### config.mk
export PLATFORM = sky130hd
export DESIGN_NAME = double_ended_queue_top
export DESIGN_NICKNAME = d
export VERILOG_FILES = /design/src/hw/rtl/deq_pkg.sv /design/src/hw/rtl/deq_ram.sv /design/src/hw/rtl/double_ended_queue_top.sv
export SDC_FILE = /design/constraint.sdc
export NUM_CORES = 2
export LEC_CHECK = 0
export ABC_CLOCK_PERIOD_IN_PS = 9400
export BUFFER_PORTS_ARGS = -buffer_cell sky130_fd_sc_hd__buf_2
export CAP_MARGIN = 40
export CORE_ASPECT_RATIO = 1.5
export CORE_MARGIN = 2
export CORE_UTILIZATION = 50
export CTS_CLUSTER_SIZE = 30
export DETAILED_ROUTE_END_ITERATION = 7
export PLACE_DENSITY = 0.75
export SLEW_MARGIN = 30
export SYNTH_ARGS = -nofsm -noshare
export SYNTH_HDL_FRONTEND = slang
export SYNTH_SLANG_ARGS = --single-unit
### constraint.sdc
create_clock -name clk -period 9.4 [get_ports clk]
set_input_delay 0.94 -clock clk [delete_from_list [all_inputs] [get_ports clk]]
set_output_delay 0.94 -clock clk [all_outputs]
set_load 0.03 [all_outputs]
### src/hw/rtl/deq_pkg.sv
`timescale 1ns / 1ps

package deq_pkg;

    localparam int QUEUE_DEPTH = 64;
    localparam int WORD_BITS   = 32;
    localparam int IDX_BITS    = $clog2(QUEUE_DEPTH);
    localparam int CNT_BITS    = $clog2(QUEUE_DEPTH + 1);

    localparam int REQ_BITS    = 3;
    localparam int STATUS_BITS = 2;
    localparam int READ_BITS   = 32;
    localparam int HELD_BITS   = 7;

    localparam logic [REQ_BITS-1:0] REQ_PUSH_FRONT = 3'd0;
    localparam logic [REQ_BITS-1:0] REQ_PUSH_BACK  = 3'd1;
    localparam logic [REQ_BITS-1:0] REQ_POP_FRONT  = 3'd2;
    localparam logic [REQ_BITS-1:0] REQ_POP_BACK   = 3'd3;
    localparam logic [REQ_BITS-1:0] REQ_PEEK_FRONT = 3'd4;
    localparam logic [REQ_BITS-1:0] REQ_PEEK_BACK  = 3'd5;
    localparam logic [REQ_BITS-1:0] REQ_CLEAR      = 3'd6;

    localparam logic [STATUS_BITS-1:0] ST_OK    = 2'd0;
    localparam logic [STATUS_BITS-1:0] ST_WORD  = 2'd1;
    localparam logic [STATUS_BITS-1:0] ST_EMPTY = 2'd2;
    localparam logic [STATUS_BITS-1:0] ST_FULL  = 2'd3;

    typedef logic [IDX_BITS-1:0] idx_t;
    typedef logic [CNT_BITS-1:0] cnt_t;

    // Result waiting for its read data from the ring memory.
    typedef struct packed {
        logic                   valid;
        logic [STATUS_BITS-1:0] status;
        cnt_t                   held;
    } pend_t;

    // Ring position that lies offset words after base; offset never exceeds the depth.
    function automatic idx_t slot_after(idx_t base, cnt_t offset);
        logic [CNT_BITS:0] sum;
        sum = (CNT_BITS + 1)'(base) + (CNT_BITS + 1)'(offset);
        if (sum >= (CNT_BITS + 1)'(QUEUE_DEPTH))
        begin
            sum = sum - (CNT_BITS + 1)'(QUEUE_DEPTH);
        end
        return IDX_BITS'(sum);
    endfunction

    function automatic idx_t slot_before(idx_t base);
        idx_t prev;
        if (base == '0)
        begin
            prev = IDX_BITS'(QUEUE_DEPTH - 1);
        end
        else
        begin
            prev = base - idx_t'(1);
        end
        return prev;
    endfunction

endpackage

### src/hw/rtl/deq_ram.sv
`timescale 1ns / 1ps

module deq_ram #(
    parameter int WIDTH = 32,
    parameter int DEPTH = 64,
    localparam int AW = $clog2(DEPTH)
) (
    input  logic             clk,
    input  logic             we,
    input  logic [AW-1:0]    waddr,
    input  logic [WIDTH-1:0] wdata,
    input  logic             re,
    input  logic [AW-1:0]    raddr,
    output logic [WIDTH-1:0] rdata
);

    logic [WIDTH-1:0] mem [DEPTH];
    logic [WIDTH-1:0] rdata_reg;

    always_ff @(posedge clk)
    begin
        if (we)
        begin
            mem[waddr] <= wdata;
        end
        if (re)
        begin
            rdata_reg <= mem[raddr];
        end
    end

    assign rdata = rdata_reg;

endmodule

### src/hw/rtl/double_ended_queue_top.sv
`timescale 1ns / 1ps
// Path: an accepted request passes the pending stage, where the ring memory read data
// arrives, then the output register; an output stall holds it in the pending stage.
// Throughput: one request per cycle while results are taken; the ring memory has one
// write and one registered read port, and each request uses at most one of them.
// Reset: rst_n clears the front pointer, the word count and all valid flags; the ring
// memory contents are not cleared, and no clearing pass is needed.
module double_ended_queue_top (
    input  logic                           clk,
    input  logic                           rst_n,
    input  logic                           in_valid,
    output logic                           in_ready,
    input  logic [deq_pkg::REQ_BITS-1:0]   req_type,
    input  logic [31:0]                    push_word,
    output logic                           out_valid,
    input  logic                           out_ready,
    output logic [deq_pkg::STATUS_BITS-1:0] status,
    output logic [deq_pkg::READ_BITS-1:0]  read_word,
    output logic [deq_pkg::HELD_BITS-1:0]  entries_held
);
    import deq_pkg::*;

    idx_t  front_reg, front_next;
    cnt_t  count_reg, count_next;
    pend_t pend_reg, pend_next;

    logic                   out_valid_reg, out_valid_next;
    logic [STATUS_BITS-1:0] out_status_reg, out_status_next;
    logic [READ_BITS-1:0]   out_word_reg, out_word_next;
    cnt_t                   out_held_reg, out_held_next;

    logic                   accept;
    logic                   out_load;
    logic                   mem_we;
    logic                   mem_re;
    idx_t                   mem_waddr;
    idx_t                   mem_raddr;
    logic [WORD_BITS-1:0]   mem_rdata;
    logic [STATUS_BITS-1:0] req_status;
    logic                   is_empty;
    logic                   is_full;

    // The pending stage drains into the output register whenever that register is free.
    assign out_load = pend_reg.valid && (!out_valid_reg || out_ready);
    assign in_ready = !pend_reg.valid || !out_valid_reg || out_ready;
    assign accept   = in_valid && in_ready;

    assign is_empty = (count_reg == '0);
    assign is_full  = (count_reg == CNT_BITS'(QUEUE_DEPTH));

    always_comb
    begin
        front_next = front_reg;
        count_next = count_reg;
        mem_we     = 1'b0;
        mem_re     = 1'b0;
        mem_waddr  = front_reg;
        mem_raddr  = front_reg;
        req_status = ST_OK;
        if (accept)
        begin
            unique case (req_type) inside
                REQ_PUSH_FRONT:
                begin
                    if (is_full)
                    begin
                        req_status = ST_FULL;
                    end
                    else
                    begin
                        front_next = slot_before(front_reg);
                        mem_waddr  = slot_before(front_reg);
                        mem_we     = 1'b1;
                        count_next = count_reg + cnt_t'(1);
                    end
                end
                REQ_PUSH_BACK:
                begin
                    if (is_full)
                    begin
                        req_status = ST_FULL;
                    end
                    else
                    begin
                        mem_waddr  = slot_after(front_reg, count_reg);
                        mem_we     = 1'b1;
                        count_next = count_reg + cnt_t'(1);
                    end
                end
                REQ_POP_FRONT, REQ_PEEK_FRONT:
                begin
                    if (is_empty)
                    begin
                        req_status = ST_EMPTY;
                    end
                    else
                    begin
                        req_status = ST_WORD;
                        mem_re     = 1'b1;
                        mem_raddr  = front_reg;
                        if (req_type == REQ_POP_FRONT)
                        begin
                            front_next = slot_after(front_reg, cnt_t'(1));
                            count_next = count_reg - cnt_t'(1);
                        end
                    end
                end
                REQ_POP_BACK, REQ_PEEK_BACK:
                begin
                    if (is_empty)
                    begin
                        req_status = ST_EMPTY;
                    end
                    else
                    begin
                        req_status = ST_WORD;
                        mem_re     = 1'b1;
                        mem_raddr  = slot_after(front_reg, count_reg - cnt_t'(1));
                        if (req_type == REQ_POP_BACK)
                        begin
                            count_next = count_reg - cnt_t'(1);
                        end
                    end
                end
                REQ_CLEAR:
                begin
                    front_next = '0;
                    count_next = '0;
                end
                default:
                begin
                    req_status = ST_OK;
                end
            endcase
        end
    end

    always_comb
    begin
        pend_next = pend_reg;
        if (accept)
        begin
            pend_next.valid  = 1'b1;
            pend_next.status = req_status;
            pend_next.held   = count_next;
        end
        else if (out_load)
        begin
            pend_next.valid = 1'b0;
        end
    end

    always_comb
    begin
        out_valid_next  = out_valid_reg;
        out_status_next = out_status_reg;
        out_word_next   = out_word_reg;
        out_held_next   = out_held_reg;
        if (out_load)
        begin
            out_valid_next  = 1'b1;
            out_status_next = pend_reg.status;
            out_held_next   = pend_reg.held;
            if (pend_reg.status == ST_WORD)
            begin
                out_word_next = READ_BITS'(mem_rdata);
            end
            else
            begin
                out_word_next = '0;
            end
        end
        else if (out_ready)
        begin
            out_valid_next = 1'b0;
        end
    end

    always_ff @(posedge clk or negedge rst_n)
    begin
        if (!rst_n)
        begin
            front_reg      <= '0;
            count_reg      <= '0;
            pend_reg.valid <= 1'b0;
            out_valid_reg  <= 1'b0;
        end
        else
        begin
            front_reg     <= front_next;
            count_reg     <= count_next;
            pend_reg      <= pend_next;
            out_valid_reg <= out_valid_next;
        end
    end

    always_ff @(posedge clk)
    begin
        out_status_reg <= out_status_next;
        out_word_reg   <= out_word_next;
        out_held_reg   <= out_held_next;
    end

    deq_ram #(
        .WIDTH (WORD_BITS),
        .DEPTH (QUEUE_DEPTH)
    ) u_ring (
        .clk   (clk),
        .we    (mem_we),
        .waddr (mem_waddr),
        .wdata (WORD_BITS'(push_word)),
        .re    (mem_re),
        .raddr (mem_raddr),
        .rdata (mem_rdata)
    );

    assign out_valid    = out_valid_reg;
    assign status       = out_status_reg;
    assign read_word    = out_word_reg;
    assign entries_held = HELD_BITS'(out_held_reg);

endmodule

[Yosys cells after proc, flatten, opt, wreduce, memory -nomap -nowiden]
Memory sizes are Yosys's and may differ from the RTL's. A register that Yosys moved wholly into a read port is not among the register bits.
Index checks and enable logic that the tools add are counted.
Storage, ports and cells
  flip-flop bits (word level): 65
  bits in writable memories: 2048
  input bits: 39
  output and inout port bits: 43
  logic and storage cells: 87
  memories kept: 1
Memories
  u_ring.mem: depth 64, width 32, rd ports 1, clocked after Yosys merged registers in 1, write ports 1, line deq_ram.sv:17  | logic [WIDTH-1:0] mem [DEPTH];
Operators by class
  $add $sub $neg: 9
  $lt $le $gt $ge: 3
  equality and inequality tests: 10
  multiplexer cells: 36
  reductions and logical operators: 19
Operators by type and width (number)
  two-way mux 6 bit: 12
  two-way mux 7 bit: 6
  one-hot mux 7 bit (4 select lines): 1
  subtractor 6 x 1 -> 6 bit (second input constant): 4
  one-hot mux 6 bit (3 select lines): 1
  adder 6 x 7 -> 8 bit: 2
  >= comparator 8 x 7 -> 1 bit (second input constant): 2
  two-way mux 1 bit: 12
  one-hot mux 6 bit (2 select lines): 1
  == test 3 bit (second input constant): 3
  adder 6 x 1 -> 7 bit (second input constant): 1
  adder 7 x 1 -> 7 bit (second input constant): 1
  == test 7 bit (second input constant): 1
  >= comparator 7 bit (second input constant): 1
  logical NOT 7 bit: 1
  subtractor 7 x 1 -> 7 bit (second input constant): 1
  == test 3 x 2 -> 1 bit (second input constant): 2
  logical NOT 6 bit: 1
  OR reduction 2 bit: 3
  two-way mux 2 bit: 2
  != test 2 bit (second input constant): 2
  one-hot mux 2 bit (2 select lines): 1
  AND reduction 4 bit: 1
  nonzero test 2 bit: 2
  other kinds (9): 13

[Logic depth before layout (Yosys ltp)]
  depth in word-level cells: 7
  depth in mapped cells: 16
  gate-level depth less buffers: 12

[Modules after synthesis]
Synthesis repeated with hierarchy kept, for this count alone.
Unflattened totals
  cells, all modules: 3661
  area, all modules: 82529.2 sq um
Modules (own cells, without submodules)
  deq_ram: times used 1, cells each 3324, area an instance 78835.6 sq um, seq. area each 62459.9 sq um
  double_ended_queue_top: times used 1, cells each 337, area an instance 3693.5 sq um, seq. area each 1876.8 sq um

[Worst setup path before layout]
OpenSTA, ideal clock, no wires.
  kind: input -> register
  start point: input port out_ready
  end point: memory u_ring.mem[38][0] (enable)
  setup time: 461 ps
  data arrival time: 4947 ps
  data required time: 8939 ps
  path slack: 3993 ps
  stages on the path: 8
  buffers on the path: 1
  cells stage by stage: nand3b_1 -> and2_1 -> nand2_1 -> a21oi_1 -> o32ai_1 -> o21ai_1 -> clkbuf_1 -> nor3_1
On the way
  cells in the longest elaborated chain, start to end: 5
  elaborated cells on any way between the ends: 6
  classes of those cells: mux: 4; reduce/logical: 2
Ends and longest elaborated chain
  start, declared: line double_ended_queue_top.sv:16  | input logic out_ready,
  logical OR 1 bit *: line double_ended_queue_top.sv:45  | assign in_ready = !pend_reg.valid || !out_valid_reg || out_ready;
  logical AND 1 bit *: line double_ended_queue_top.sv:46  | assign accept = in_valid && in_ready;
  two-way mux 1 bit: line double_ended_queue_top.sv:60  | if (accept)
  two-way mux 1 bit: line deq_ram.sv:22  | if (we)
  two-way mux 1 bit (not written as such): line deq_ram.sv:24  | mem[waddr] <= wdata;
  end, declared: line deq_ram.sv:17
Every way passes the cells marked *; elsewhere a longest branch is shown, timed or not.

[Final worst setup path]
  start point: register count_reg[0]
  end point: register u_ring.rdata_reg[1] (netlist: u_ring.rdata[1]), read port of u_ring.mem, data pin
On the way
  cells in the longest elaborated chain, start to end: 7
  elaborated cells on any way between the ends: 12
  classes of those cells: add/sub: 3; order compare: 1; mux: 7; reduce/logical: 1
Ends and longest elaborated chain
  start, declared: line double_ended_queue_top.sv:24  | cnt_t count_reg, count_next;
  start signal, assigned: line double_ended_queue_top.sv:191  | count_reg <= count_next;
  subtractor 7 x 1 -> 7 bit: line double_ended_queue_top.sv:118  | mem_raddr = slot_after(front_reg, count_reg - cnt_t'(1));
  adder 6 x 7 -> 8 bit: line deq_pkg.sv:41  | sum = (CNT_BITS + 1)'(base) + (CNT_BITS + 1)'(offset);
  >= comparator 8 x 7 -> 1 bit / subtractor 6 x 1 -> 6 bit (equally long branches): line deq_pkg.sv:42, deq_pkg.sv:44
  two-way mux 6 bit: line deq_pkg.sv:42  | if (sum >= (CNT_BITS + 1)'(QUEUE_DEPTH))
  two-way mux 6 bit: line double_ended_queue_top.sv:110  | if (is_empty)
  two-way mux 6 bit
  two-way mux 6 bit: line double_ended_queue_top.sv:60
  end, declared: line deq_ram.sv:18  | logic [WIDTH-1:0] rdata_reg;
Several ways; a longest one is shown, not always the timed one.
A chain may end at the register's enable or synchronous reset.

==> run metrics <==
P per Cell Area 296 nW/um^2; combinational power share 0.343; Overflow after GRT 0; layout cells sized above 1 0.128; Ys Warns 0; Routed WL 223,000 um; EDFF count, synth 2,130; Setup TNS 0 ns; Final HPWL DP 125,000 um; Via density 6.39; Max Buffers Root-to-Sink 3; pre-CTS WS 3.46 ns; max reg flops 2,048; global-route wire length before repair 324,000 um; initial antenna violation count 17; internal power 0.0177 W; register share of total power 0.397; # H-tree levels 4; hold buffers post-CTS 0; Setup CP Type flop to flop; synthesized area per cell 15.3 sq um; Initial Utilization 0.503; leading area contributor after synthesis edfxtp_1; final critical-path required period 5.60 ns; CTS buffer count 170; TritonRoute pass-1 iters 6; Async SR Flop Fraction 0.00699; Yosys reg bits 2,145; die area 172,000 sq um; Least-Margin Pin Slew 1.04 ns; Max Clock Freq 178 MHz; switching portion of total power 0.361; # resized after CTS 0; wire per inst 28.2 um; crit path DAT 6.12 ns; Die Y 507 um; max-cap viol count 0; Cell Area, Synth 84,200 sq um; core area 167,000 sq um; RSZ-0062 raised after global routing no; Clock Sinks 2,145; reg-to-reg critical path startpoint count_reg[0]$_DFF_PN0_; Post-Syn Nets 5,559; met2 Use GR 0.438; footprint of the multi-input gates 18,800 sq um; R2R cell count 11; fraction of the yosys area taken by sequential cells 0.764; Tot GR Track Use 0.255; skew final 0.0345 ns; post-route setup slack 3.80 ns; largest net degree at the start of global routing 186; Post-DRT Antenna Nets 0; I/O Pins 82; vias in the first global route 49,700; P_sw 0.00998 W; total design power 0.0276 W; # rows 184; Final nets 5,598; GRT Max-Usage Layer met2; CP Cell Sequence inv_1 -> ha_1 -> or3b_1 -> o2111a_1 -> mux2_8 -> buf_4 -> mux4_1 -> a22o_1 -> a31o_1 -> o2111ai_1 -> nand4_1; R2R Path End u_ring.rdata[1]$_DFFE_PP_; critical path required time 9.92 ns; # fillers 12,500; top-area cell type share of the netlist area 0.759; DRC 0; Max stage delay on crit path 0.81 ns; GR Util met3 0.0395; CTS tree yes; final hold vios 0; clock root buffer clkbuf_16; predominant post-synthesis flop cell edfxtp_1; Port Buffer Count 81; largest cells by area after synthesis edfxtp_1 (76%), nand2_1 (5.5%), nand3_1 (2.7%), mux2i_1 (2.0%), mux2_2 (1.7%); Clk pwr share 0.260; Sequential Area 64,300 sq um; GPL Wtd Cong 0.881; Leakage 30.6 nW; Worst Setup End Kind flop; CP max-delay cell mux2_8; Critical Path Fanout Max 82; Unique masters post-synth 70; status finished clean; Slew HR 0.304; via count 50,600; DRT iter0 DRCs 7,462; Synth Instances 5,503; met1 Use GR 0.315; Max Slew Vio Count 0; Die Width 339 um; crit share post-route 0.596; r2r setup slk 3.80 ns; HP Class input port to asynchronous set/reset pin; placed cells 7,599; area grow syn2layout 10.9%; Clock transition at path regs 0.07 ns; Max VDD drop 362 uV; # setup viols final 0; Setup Buffers After CTS 0; Clock Latency Late Sink 0.81 ns; non-filler cells, final 7,919; Setup crit start kind flop
[how the worst max path moves through the flow]
stage                      startpoint                          end  slack, ns  depth (start not counted)
3_5_place_dp              req_type[1]    u_ring.rdata[1]$_DFFE_PP_       3.46                         10
6_report       count_reg[0]$_DFF_PN0_    u_ring.rdata[1]$_DFFE_PP_       3.80                         11
3_3_place_gp              req_type[1]    u_ring.rdata[1]$_DFFE_PP_       3.60                         10
2_1_floorplan               out_ready  u_ring.mem[38][0]$_DFFE_PP_       3.99                          8
4_1_cts        count_reg[0]$_DFF_PN0_    u_ring.rdata[1]$_DFFE_PP_       3.91                         11
5_1_grt        count_reg[0]$_DFF_PN0_    u_ring.rdata[1]$_DFFE_PP_       3.69                         11
[area by class of cell]
cell class                      instances  area share
Clock inverter                        109      0.0107
Antenna cell                            5    0.000134
Timing Repair Buffer                  223      0.0211
Inverter                               14    0.000562
Sequential cell                      2145       0.689
Clock buffer                          203      0.0482
Tap cell                             2232      0.0299
Multi-Input combinational cell       2988       0.201
[metrics by stage]
| stage | hold WS [ns] | area [sq um] | util |
|---|---|---|---|
| after floorplan | 0.400 | 84200 | - |
| after global placement | 0.402 | 87400 | 0.522 |
| after detailed placement | 0.405 | 87900 | 0.525 |
| after CTS | 0.0161 | 93400 | 0.558 |
| after global routing | 0.0517 | 93400 | 0.558 |
| final | 0.0406 | 93400 | 0.558 |
[cell usage in the layout (no fill, tap or decap), types with 6 or more instances in the layout]
cell,synthesis,layout
edfxtp_1,2130,2130
nand2_1,1245,1243
nand3_1,458,458
clkbuf_16,0,176
mux2i_1,166,165
mux2_2,126,126
nand4_1,125,125
buf_4,10,119
a32oi_1,97,97
o21ai_0,89,89
buf_2,95,71
a31oi_1,69,69
nor3_2,0,65
a32o_1,64,64
o22ai_1,64,63
clkinv_2,0,42
a22o_1,37,36
mux4_2,36,36
and2_1,36,35
clkinv_1,0,35
a311o_1,32,32
a31o_1,31,31
o2111ai_1,31,31
nor2_1,34,30
mux4_1,29,29
clkbuf_1,200,27
a21oi_1,25,24
buf_12,0,21
bufinv_16,0,17
ha_1,15,15
dfrtp_1,15,15
inv_1,14,14
and3_1,11,11
nor3_1,75,10
buf_16,0,10
xor2_1,8,8
xnor2_1,8,8
nand2b_1,6,6
clkinvlp_4,0,6
[cell usage after synthesis (31+ instances only)]
cell type	number
nand4_1	125
buf_1	39
buf_2	95
nand2_1	1245
o21ai_0	89
a32oi_1	97
and2_1	36
a311o_1	32
nand3_1	458
nor3_1	75
a22o_1	37
mux2i_1	166
clkbuf_1	200
o22ai_1	64
mux4_2	36
edfxtp_1	2130
a32o_1	64
nor2_1	34
o2111ai_1	31
a31o_1	31
mux2_2	126
a31oi_1	69
[metal layers]
metal,routed length [um],up-vias
met3,22000,705
met5,103,-
met1,77000,25300
met4,11400,6
li1,-,21200
met2,112000,3443
[worst max-delay path, delay by kind of cell (launching register included)]
family          cells  cell delay (ns)
fa+ha+maj           1             0.24
simple gates        2             0.65
mux                 2             1.21
flops               1             0.45
compound gates      4             1.59
buf+inv             2             0.95
[power groups by stage]
| stage | Clock [W] | Combinational [W] | Sequential (W) |
|---|---|---|---|
| 2_1_floorplan | 0 | 0.00603 | 0.0111 |
| 3_3_place_gp | 0 | 0.00892 | 0.0112 |
| 3_5_place_dp | 0 | 0.00923 | 0.0112 |
| 4_1_cts | 0.00722 | 0.00927 | 0.0110 |
| 5_1_grt | 0.00756 | 0.00996 | 0.0110 |
| 6_report | 0.00719 | 0.00947 | 0.0110 |
[kinds of logic after synthesis]
group	after synthesis	synth area share
flip-flops	2145	0.764
AND/OR/NAND/NOR	2008	0.103
AO/OA/AOI/OAI	589	0.0537
buffers and inverters	370	0.0194
multiplexers	358	0.0554
adder cells (fa/ha/maj)	17	0.00270
XOR/XNOR	16	0.00166
Power figures use the tool's default switching activity.
